<file path="config.mk">
export PLATFORM = sky130hd
export DESIGN_NAME = linear_interp_upsampler_top_flat
export DESIGN_NICKNAME = d
export VERILOG_FILES = /design/src/design/lius_pkg.sv /design/src/design/lius_stream_if.sv /design/src/design/linear_interp_upsampler_top.sv /design/src/design/lius_alu.sv /design/src/flat_wrapper.sv
export SDC_FILE = /design/constraint.sdc
export NUM_CORES = 1
export LEC_CHECK = 0
export ABC_AREA = 1
export ABC_CLOCK_PERIOD_IN_PS = 4200
export BUFFER_PORTS_ARGS = -buffer_cell sky130_fd_sc_hd__buf_2
export CAP_MARGIN = 20
export CORE_ASPECT_RATIO = 1.5
export CORE_MARGIN = 3
export CORE_UTILIZATION = 43
export DETAILED_ROUTE_END_ITERATION = 10
export PLACE_DENSITY_LB_ADDON = 0.15
export SYNTH_ARGS = -nofsm -noshare
export SYNTH_HDL_FRONTEND = slang
export SYNTH_SLANG_ARGS = --single-unit
</file>
<file path="constraint.sdc">
create_clock -name i_clk -period 4.2 [get_ports i_clk]
set_input_delay 0 -clock i_clk [delete_from_list [all_inputs] [get_ports i_clk]]
set_output_delay 0 -clock i_clk [all_outputs]
set_load 0.01 [all_outputs]
</file>
<file path="src/design/lius_pkg.sv">
// Package for the linear interpolation upsampler.
// Holds fixed widths, constants, ALU request type and sequencer states.
// No dependencies.
package lius_pkg;

    localparam int SAMPLE_W    = 16;
    localparam int STEP_W      = 28;
    localparam int SCALE_SHIFT = 12;
    localparam int OUT_SHIFT   = 8;
    localparam int SCALED_W    = SAMPLE_W + SCALE_SHIFT;
    // one extra bit holds a difference of two scaled samples
    localparam int ACC_W       = SCALED_W + 1;
    localparam int BIT_W       = $clog2(ACC_W + 1);

    localparam logic [STEP_W-1:0] STEP_RESET = 28'd92484403;
    localparam int SAT_MAX = 32767;
    localparam int SAT_MIN = -32768;

    typedef enum logic [0:0] {
        ALU_ADD,
        ALU_SUB
    } t_alu_op;

    typedef struct packed {
        t_alu_op          op;
        logic [ACC_W-1:0] a;
        logic [ACC_W-1:0] b;
    } t_alu_req;

    typedef enum logic [2:0] {
        S_IDLE,
        S_DIFF,
        S_ABS,
        S_DIV,
        S_SIGN,
        S_EMIT
    } t_state;

endpackage

</file>
<file path="src/design/lius_stream_if.sv">
// Stream interfaces for the upsampler input and output channels.
// Depends on lius_pkg for the payload widths.
interface lius_in_if import lius_pkg::*; ();
    logic                       valid;
    logic                       ready;
    logic signed [SAMPLE_W-1:0] sample_in;

    modport source (output valid, output sample_in, input ready);
    modport sink   (input valid, input sample_in, output ready);
endinterface

interface lius_out_if import lius_pkg::*; ();
    logic                       valid;
    logic                       ready;
    logic signed [SAMPLE_W-1:0] sample_out;
    logic                       last;

    modport source (output valid, output sample_out, output last, input ready);
    modport sink   (input valid, input sample_out, input last, output ready);
endinterface

</file>
<file path="src/design/linear_interp_upsampler_top.sv">
// Top level of the linear interpolation upsampler.
// Depends on lius_pkg, lius_in_if / lius_out_if and lius_alu.
//
// Channel   Direction  Payload               Transfer
// i_in      in         sample_in[15:0]       valid && ready
// o_out     out        sample_out[15:0],last valid && ready
// i_cfg_*   in         phase_step[27:0]      i_cfg_we
//
// An input with a zero phase carry is taken and emits nothing. Otherwise it
// passes through the states DIFF, ABS, DIV, SIGN and EMIT: the restoring
// divider produces one quotient bit per cycle through the shared adder, then
// one output per cycle while o_out.ready is high. Reset is synchronous, active
// low, and restores phase_step; the input is not ready while an item is at work.
module linear_interp_upsampler_top import lius_pkg::*; #(
    parameter int PHASE_BITS = 24,
    parameter int MAX_RATIO  = 16
) (
    input  logic              i_clk,
    input  logic              i_rst_n,
    input  logic              i_cfg_we,
    input  logic [STEP_W-1:0] i_cfg_data,
    lius_in_if.sink           i_in,
    lius_out_if.source        o_out
);

    localparam int SUM_W = ((PHASE_BITS > STEP_W) ? PHASE_BITS : STEP_W) + 1;
    localparam int CAR_W = SUM_W - PHASE_BITS;
    localparam int CNT_W = $clog2(MAX_RATIO + 1);
    localparam int CMP_W = (CAR_W > CNT_W) ? CAR_W : CNT_W;
    localparam logic [CMP_W-1:0] CNT_MAX = CMP_W'(MAX_RATIO);
    localparam logic signed [ACC_W-1:0] HI = ACC_W'(SAT_MAX);
    localparam logic signed [ACC_W-1:0] LO = ACC_W'(SAT_MIN);

    t_state                r_state, n_state;
    logic [STEP_W-1:0]     r_step;
    logic [PHASE_BITS-1:0] r_frac, n_frac;
    logic [SCALED_W-1:0]   r_prev, n_prev;
    logic [SCALED_W-1:0]   r_sample, n_sample;
    logic [CNT_W-1:0]      r_count, n_count;
    logic [ACC_W-1:0]      r_num, n_num;
    logic [CNT_W-1:0]      r_rem, n_rem;
    logic                  r_neg, n_neg;
    logic [BIT_W-1:0]      r_bits, n_bits;
    logic [ACC_W-1:0]      r_delta, n_delta;
    logic [ACC_W-1:0]      r_acc, n_acc;
    logic [CNT_W-1:0]      r_idx, n_idx;

    t_alu_req              alu_req;
    logic [ACC_W-1:0]      alu_y;
    logic [SUM_W-1:0]      sum;
    logic [CMP_W-1:0]      carry;
    logic [CNT_W-1:0]      cnt_next;
    logic [SCALED_W-1:0]   scaled_in;
    logic [CNT_W:0]        rem_sh;
    logic                  q_bit;
    logic                  in_fire;
    logic                  out_fire;
    logic                  is_last;
    logic signed [ACC_W-1:0] shifted;

    lius_alu u_alu (
        .i_req (alu_req),
        .o_y   (alu_y)
    );

    // phase advance and output count for the offered sample
    assign sum       = SUM_W'(r_frac) + SUM_W'(r_step);
    assign carry     = CMP_W'(sum[SUM_W-1:PHASE_BITS]);
    assign cnt_next  = (carry > CNT_MAX) ? CNT_W'(CNT_MAX) : CNT_W'(carry);
    assign scaled_in = {i_in.sample_in, {SCALE_SHIFT{1'b0}}};

    assign rem_sh   = {r_rem, r_num[ACC_W-1]};
    assign q_bit    = !alu_y[ACC_W-1];
    assign in_fire  = i_in.valid && i_in.ready;
    assign out_fire = o_out.valid && o_out.ready;
    assign is_last  = (r_idx == r_count - CNT_W'(1));

    // next state
    always_comb begin
        n_state = r_state;
        case (r_state)
            S_IDLE: begin
                if (in_fire && cnt_next != '0) n_state = S_DIFF;
            end
            S_DIFF: n_state = S_ABS;
            S_ABS:  n_state = S_DIV;
            S_DIV: begin
                if (r_bits == BIT_W'(1)) n_state = S_SIGN;
            end
            S_SIGN: n_state = S_EMIT;
            S_EMIT: begin
                if (out_fire && is_last) n_state = S_IDLE;
            end
            default: n_state = S_IDLE;
        endcase
    end

    // handshake outputs
    always_comb begin
        i_in.ready  = 1'b0;
        o_out.valid = 1'b0;
        case (r_state)
            S_IDLE:  i_in.ready  = 1'b1;
            S_EMIT:  o_out.valid = 1'b1;
            default: begin
                i_in.ready  = 1'b0;
                o_out.valid = 1'b0;
            end
        endcase
    end

    // saturate the floor-shifted accumulator
    always_comb begin
        shifted = signed'(r_acc) >>> OUT_SHIFT;
        if (shifted > HI)      o_out.sample_out = SAMPLE_W'(SAT_MAX);
        else if (shifted < LO) o_out.sample_out = SAMPLE_W'(SAT_MIN);
        else                   o_out.sample_out = shifted[SAMPLE_W-1:0];
        o_out.last = is_last;
    end

    // datapath control and shared ALU operands
    always_comb begin
        n_frac   = r_frac;
        n_prev   = r_prev;
        n_sample = r_sample;
        n_count  = r_count;
        n_num    = r_num;
        n_rem    = r_rem;
        n_neg    = r_neg;
        n_bits   = r_bits;
        n_delta  = r_delta;
        n_acc    = r_acc;
        n_idx    = r_idx;
        alu_req  = '{op: ALU_ADD, a: r_acc, b: r_delta};
        case (r_state)
            S_IDLE: begin
                if (in_fire) begin
                    n_frac   = sum[PHASE_BITS-1:0];
                    n_sample = scaled_in;
                    n_count  = cnt_next;
                    // no outputs: take the sample as the new reference now
                    if (cnt_next == '0) n_prev = scaled_in;
                end
            end
            S_DIFF: begin
                alu_req = '{op: ALU_SUB,
                            a: {r_sample[SCALED_W-1], r_sample},
                            b: {r_prev[SCALED_W-1], r_prev}};
                n_num = alu_y;
            end
            S_ABS: begin
                // take the magnitude, remember the sign
                alu_req = '{op: ALU_SUB, a: '0, b: r_num};
                n_neg   = r_num[ACC_W-1];
                if (r_num[ACC_W-1]) n_num = alu_y;
                n_rem   = '0;
                n_bits  = BIT_W'(ACC_W);
            end
            S_DIV: begin
                // one restoring step: trial subtract, keep or restore
                alu_req = '{op: ALU_SUB, a: ACC_W'(rem_sh), b: ACC_W'(r_count)};
                n_rem   = q_bit ? alu_y[CNT_W-1:0] : rem_sh[CNT_W-1:0];
                n_num   = {r_num[ACC_W-2:0], q_bit};
                n_bits  = r_bits - BIT_W'(1);
            end
            S_SIGN: begin
                alu_req = '{op: ALU_SUB, a: '0, b: r_num};
                n_delta = r_neg ? alu_y : r_num;
                n_acc   = {r_prev[SCALED_W-1], r_prev};
                n_idx   = '0;
            end
            S_EMIT: begin
                alu_req = '{op: ALU_ADD, a: r_acc, b: r_delta};
                if (out_fire) begin
                    n_acc = alu_y;
                    n_idx = r_idx + CNT_W'(1);
                    if (is_last) n_prev = r_sample;
                end
            end
            default: begin
                n_idx = '0;
            end
        endcase
    end

    // control state and phase register
    always_ff @(posedge i_clk) begin
        if (!i_rst_n) begin
            r_state <= S_IDLE;
            r_step  <= STEP_RESET;
            r_frac  <= '0;
            r_prev  <= '0;
            r_bits  <= '0;
            r_idx   <= '0;
        end else begin
            r_state <= n_state;
            if (i_cfg_we) r_step <= i_cfg_data;
            r_frac  <= n_frac;
            r_prev  <= n_prev;
            r_bits  <= n_bits;
            r_idx   <= n_idx;
        end
    end

    // payload registers
    always_ff @(posedge i_clk) begin
        r_sample <= n_sample;
        r_count  <= n_count;
        r_num    <= n_num;
        r_rem    <= n_rem;
        r_neg    <= n_neg;
        r_delta  <= n_delta;
        r_acc    <= n_acc;
    end

`ifndef SYNTHESIS
    a_ready_excl: assert property (@(posedge i_clk) disable iff (!i_rst_n)
        i_in.ready |-> !o_out.valid)
        else $error("input ready while an output is offered");

    a_last_frees: assert property (@(posedge i_clk) disable iff (!i_rst_n)
        (o_out.valid && o_out.ready && o_out.last) |=> i_in.ready)
        else $error("block not ready after the last output transfer");

    a_div_bits: assert property (@(posedge i_clk) disable iff (!i_rst_n)
        (r_state == S_DIV) |-> (r_bits != '0))
        else $error("divider running with no bits left");

    a_idx_range: assert property (@(posedge i_clk) disable iff (!i_rst_n)
        o_out.valid |-> (r_idx < r_count))
        else $error("output index beyond the count");

    a_count_nz: assert property (@(posedge i_clk) disable iff (!i_rst_n)
        (r_state == S_DIFF) |-> (r_count != '0))
        else $error("interpolation started with a zero count");
`endif

endmodule

</file>
<file path="src/design/lius_alu.sv">
// Shared add/subtract unit of the upsampler sequencer.
// Depends on lius_pkg for the request type.
module lius_alu import lius_pkg::*; (
    input  t_alu_req         i_req,
    output logic [ACC_W-1:0] o_y
);

    // add or subtract the two operands
    always_comb begin
        case (i_req.op)
            ALU_ADD: o_y = i_req.a + i_req.b;
            ALU_SUB: o_y = i_req.a - i_req.b;
            default: o_y = i_req.a;
        endcase
    end

endmodule

</file>
<file path="src/flat_wrapper.sv">
// flat-port wrapper written by rule: the top's interface ports become plain ports
module linear_interp_upsampler_top_flat import lius_pkg::*;
#(
    parameter int PHASE_BITS = 24,
    parameter int MAX_RATIO  = 16
)
  (i_clk, i_rst_n, i_cfg_we, i_cfg_data, i_in_valid, i_in_sample_in, i_in_ready, o_out_valid, o_out_sample_out, o_out_last, o_out_ready);
  lius_in_if i_in_i ();
  lius_out_if o_out_i ();
  input  logic i_clk;
  input  logic i_rst_n;
  input  logic i_cfg_we;
  input  logic [STEP_W-1:0] i_cfg_data;
  input wire logic [$bits(i_in_i.valid)-1:0] i_in_valid;
  input wire logic [$bits(i_in_i.sample_in)-1:0] i_in_sample_in;
  output wire logic [$bits(i_in_i.ready)-1:0] i_in_ready;
  output wire logic [$bits(o_out_i.valid)-1:0] o_out_valid;
  output wire logic [$bits(o_out_i.sample_out)-1:0] o_out_sample_out;
  output wire logic [$bits(o_out_i.last)-1:0] o_out_last;
  input wire logic [$bits(o_out_i.ready)-1:0] o_out_ready;
  assign i_in_i.valid = i_in_valid;
  assign i_in_i.sample_in = i_in_sample_in;
  assign i_in_ready = i_in_i.ready;
  assign o_out_valid = o_out_i.valid;
  assign o_out_sample_out = o_out_i.sample_out;
  assign o_out_last = o_out_i.last;
  assign o_out_i.ready = o_out_ready;
  linear_interp_upsampler_top #(.PHASE_BITS(PHASE_BITS), .MAX_RATIO(MAX_RATIO)) u_core (.i_clk(i_clk), .i_rst_n(i_rst_n), .i_cfg_we(i_cfg_we), .i_cfg_data(i_cfg_data), .i_in(i_in_i), .o_out(o_out_i));
endmodule
</file>
==> results.md <==
- The worst hold path belongs to the class in2reg.
- The post-layout worst setup margin is -0.0829 ns.
- Setup repair after global routing could not meet its margin everywhere.
- STA classifies the critical path endpoint as a flip-flop.
- The slowest cell on the critical path is sky130_fd_sc_hd__dfxtp_4.
- The share of synthesized registers carrying an async set or reset is 0%.
- Yosys printed 0 warnings.
- The class of the most critical setup path is reg2reg.
- The total DRC errors in the routed layout is 0.
- After detailed routing, the average wire length per cell comes to between 15 and 20 um.
- Across every metal layer, demand over resource in global routing totals 24.6%.
- The largest net degree at the start of global routing is 68.
- The achievable clock frequency is 0.233 GHz.
- The overflow left after global routing is 0.
- The number of antenna diodes in the final layout is 0.
- In this run the deepest clock path goes through 2 buffers.
- The count of input and output buffers is 67.
- STA classifies the critical path startpoint as a flip-flop.
- The number of antenna violations at the first check in global routing is 0.
- The final-report max-slew violation count is 0.
- From synthesis to final layout, the design area changed by 30.3%.
- Once layout is done, the placed cells without fillers occupy 16200 sq um.
- The total routed wirelength is 39200 um.
- The synthesized area divided by synthesized cell count is roughly 7.6 sq um.
- The register clock-pin slew on the reported worst setup and hold paths is about 0.070 ns.
- Synthesis produced around 1.6k cells.
- The most common cell after layout, fill and taps aside is sky130_fd_sc_hd__nand2_1.
- In the layout the commonest cells are 356 x sky130_fd_sc_hd__nand2_1, 173 x sky130_fd_sc_hd__nor2_1, 168 x sky130_fd_sc_hd__buf_4.
- The netlist uses about 60 different library cells.
- The first detailed-routing pass ran for 5 iterations.
- During I/O placement, the number of pins put on the boundary was 68.
- Cells fill 57.4% of the core in the end.
- The first global-routing pass estimated 61700 um of wire.
- The total of endpoints with negative setup slack in the final report is 3.
- The net count of the finished layout is about 2.0k.
- The relative max-transition margin is 26.6%.
- The largest fanout on the critical path is 5.
- The number of storage elements in the synthesis netlist is about 200.
- In this run the core area contains 75 standard-cell rows.
- The floorplan step defined a die boundary enclosing 31100 sq um.
- On the worst path, the slowest cell contributes a delay of between 0.3 and 0.4 ns.
- Between clock sinks in the finished design, the worst skew comes to 0.0120 ns.
- The flow ran to the end, but the final reports show violations.
- The total number of clock tree sinks is 195.
- In this run the clock root is driven by a sky130_fd_sc_hd__clkbuf_16.
- The clock reaches the later pin of the worst-skew pair after ~0.46 ns.
- The number of flops mapped to enable cells by yosys is 114.
- Cells with a size suffix above 1 make up approximately a quarter of the layout.
- Summing all placed instances gives a cell area of 14300 sq um.
- Max-cap violations in this run came to 0.
- Measured along the x axis, the die boundary spans about 140 um.
- Using the TritonRoute via totals, the vias-per-cell ratio works out to roughly 5.3.
- Dividing the final minimum period by the clock period gives 102%.
- The starting density of the core is 44.1%.
- The final route contains about 12k vias.
- The time the worst path needs with I/O delays and setup is between 4 and 5 ns.
- The combined area of all synthesized cells is 12400 sq um.
- The floorplan step defined a core boundary enclosing 28200 sq um.
- CTS built an H-tree with a depth of 4.
- The detail route stage leaves a number of antenna-violating nets equal to 0.
- The checks that failed: setup timing.
- The post-DP HPWL is 28700 um.
- The transition time of the tightest slew-check pin is 1.10 ns.
- The endpoint arrival time on the critical path is 4.48 ns.
- In the synthesized netlist the dominant register cell turns out to be sky130_fd_sc_hd__edfxtp_1.
- TritonCTS created 17 clock buffers.
- The required time at the endpoint of the critical path is between 4 and 5 ns.
- The sequential cell area fraction in the yosys report is around two fifths.
- The via count of the first global-routing pass is 12.1k.
- The die is 214 um tall.
- TritonCTS built the clock tree.
- Counting every net in the synthesized netlist gives 1750.
- The number of failing hold endpoints at the final stage was 0.
- The count of routing violations after the opening detailed-route iteration is around 650.
- At the end of routability-driven placement, the weighted congestion stood at about 0.94.
-- stage by stage --
step	hold WS (ns)	setup WS, ns	setup TNS (ns)	std cells
after floorplan	0.0989	0.157	0	1642
after global placement	0.193	-0.245	-4.36	2198
after detailed placement	0.195	-0.380	-8.49	2198
after CTS	0.0500	-0.0707	-0.436	2289
after global routing	0.0932	-0.366	-4.39	2302
final	0.0448	-0.0829	-0.200	2302
-- flip-flops by register name (all words and copies together), names as in the netlist --
signal / flops
u_core.r_bits: 5
u_core.r_neg: 1
u_core.r_frac: 24
u_core.r_rem: 5
u_core.r_prev: 16
u_core.r_acc: 29
u_core.r_delta: 29
u_core.r_num: 29
u_core.r_step: 28
u_core.r_idx: 5
u_core.r_state: 3
u_core.r_count: 5
u_core.r_sample: 16
-- metal layers --
| layer | routed length (um) | vias to the layer above | GRT usage (%) |
|---|---|---|---|
| met5 | 0 | - | 0 |
| met1 | 15300 | 5671 | 26.8 |
| li1 | - | 6017 | - |
| met4 | 1950 | 0 | 12.7 |
| met3 | 1200 | 103 | 2.79 |
| met2 | 20700 | 295 | 46.7 |
-- synthesized netlist by cell type, types with 8 or more instances --
cell type | count | area share (%)
sky130_fd_sc_hd__a21o_1 | 8 | 0.48
sky130_fd_sc_hd__a21oi_1 | 94 | 3.8
sky130_fd_sc_hd__a31oi_1 | 13 | 0.65
sky130_fd_sc_hd__clkbuf_1 | 45 | 1.4
sky130_fd_sc_hd__dfxtp_1 | 81 | 13
sky130_fd_sc_hd__edfxtp_1 | 114 | 28
sky130_fd_sc_hd__ha_1 | 57 | 5.7
sky130_fd_sc_hd__inv_1 | 171 | 5.2
sky130_fd_sc_hd__inv_2 | 8 | 0.24
sky130_fd_sc_hd__nand2_1 | 379 | 11
sky130_fd_sc_hd__nand3_1 | 65 | 2.6
sky130_fd_sc_hd__nand4_1 | 9 | 0.45
sky130_fd_sc_hd__nor2_1 | 193 | 5.8
sky130_fd_sc_hd__nor3_1 | 10 | 0.40
sky130_fd_sc_hd__o21ai_0 | 176 | 7.1
sky130_fd_sc_hd__o21ai_1 | 12 | 0.48
sky130_fd_sc_hd__o21bai_1 | 21 | 1.3
sky130_fd_sc_hd__o22ai_1 | 21 | 1.1
sky130_fd_sc_hd__xnor2_1 | 23 | 1.6
sky130_fd_sc_hd__xor2_1 | 33 | 2.3
-- cells by family (layout without fill, tap and decap cells) --
logic type,Yosys count,in the layout,synth area share (%)
xor gates and xnor gates,56,56,3.94
AOI/OAI and AO/OA,392,392,18.0
buffers and inverters,242,517,7.82
adders and majority gates,59,59,6.05
and+or+nand+nor,698,698,23.6
DFF,195,195,40.5
-- final timing paths --
path | startpoint | endpoint | slack [ns] | cells past startpoint
worst max-delay path | u_core.r_state[0]$_SDFFE_PN0P_ | u_core.r_delta[27]$_DFFE_PP_ | -0.08 | 30
worst min-delay path | i_cfg_we | u_core.r_step[16]$_SDFFE_PN1P_ | 0.04 | 3
worst max register to register | u_core.r_state[0]$_SDFFE_PN0P_ | u_core.r_delta[27]$_DFFE_PP_ | -0.08 | 30
worst min register to register | u_core.r_step[12]$_SDFFE_PN1P_ | u_core.r_step[12]$_SDFFE_PN1P_ | 0.47 | 2
-- layout make-up --
| type | instances | area, sq um |
|---|---|---|
| Sequential cell | 195 | 5060 |
| Tap cell | 385 | 482 |
| Multi-Input combinational cell | 1205 | 7100 |
| Timing Repair Buffer | 304 | 2340 |
| Inverter | 181 | 682 |
| Clock buffer | 24 | 503 |
| Clock inverter | 8 | 48.8 |
| Fill cell | 2578 | 12000 |
-- critical path, delay by kind of cell (launching register included) --
kind | cells | cell delay [ns]
xor+xnor | 1 | 0.19
simple gates | 16 | 1.53
fa+ha+maj | 2 | 0.42
flops | 1 | 0.37
buf+inv | 4 | 0.48
compound gates | 7 | 1.00
-- repair_timing --
action                                  in CTS  in global routing
gates cloned                                 0                  0
endpoints found under the hold margin       63                  0
pin swaps                                   29                 48
buffers inserted                             6                 13
gates resized for setup                     54                145
endpoints found under the setup margin      48                 56
hold buffers                                53                  0
Power is not shown: default switching activity piles up to over one toggle a cycle in this logic, so the estimate is an artifact.
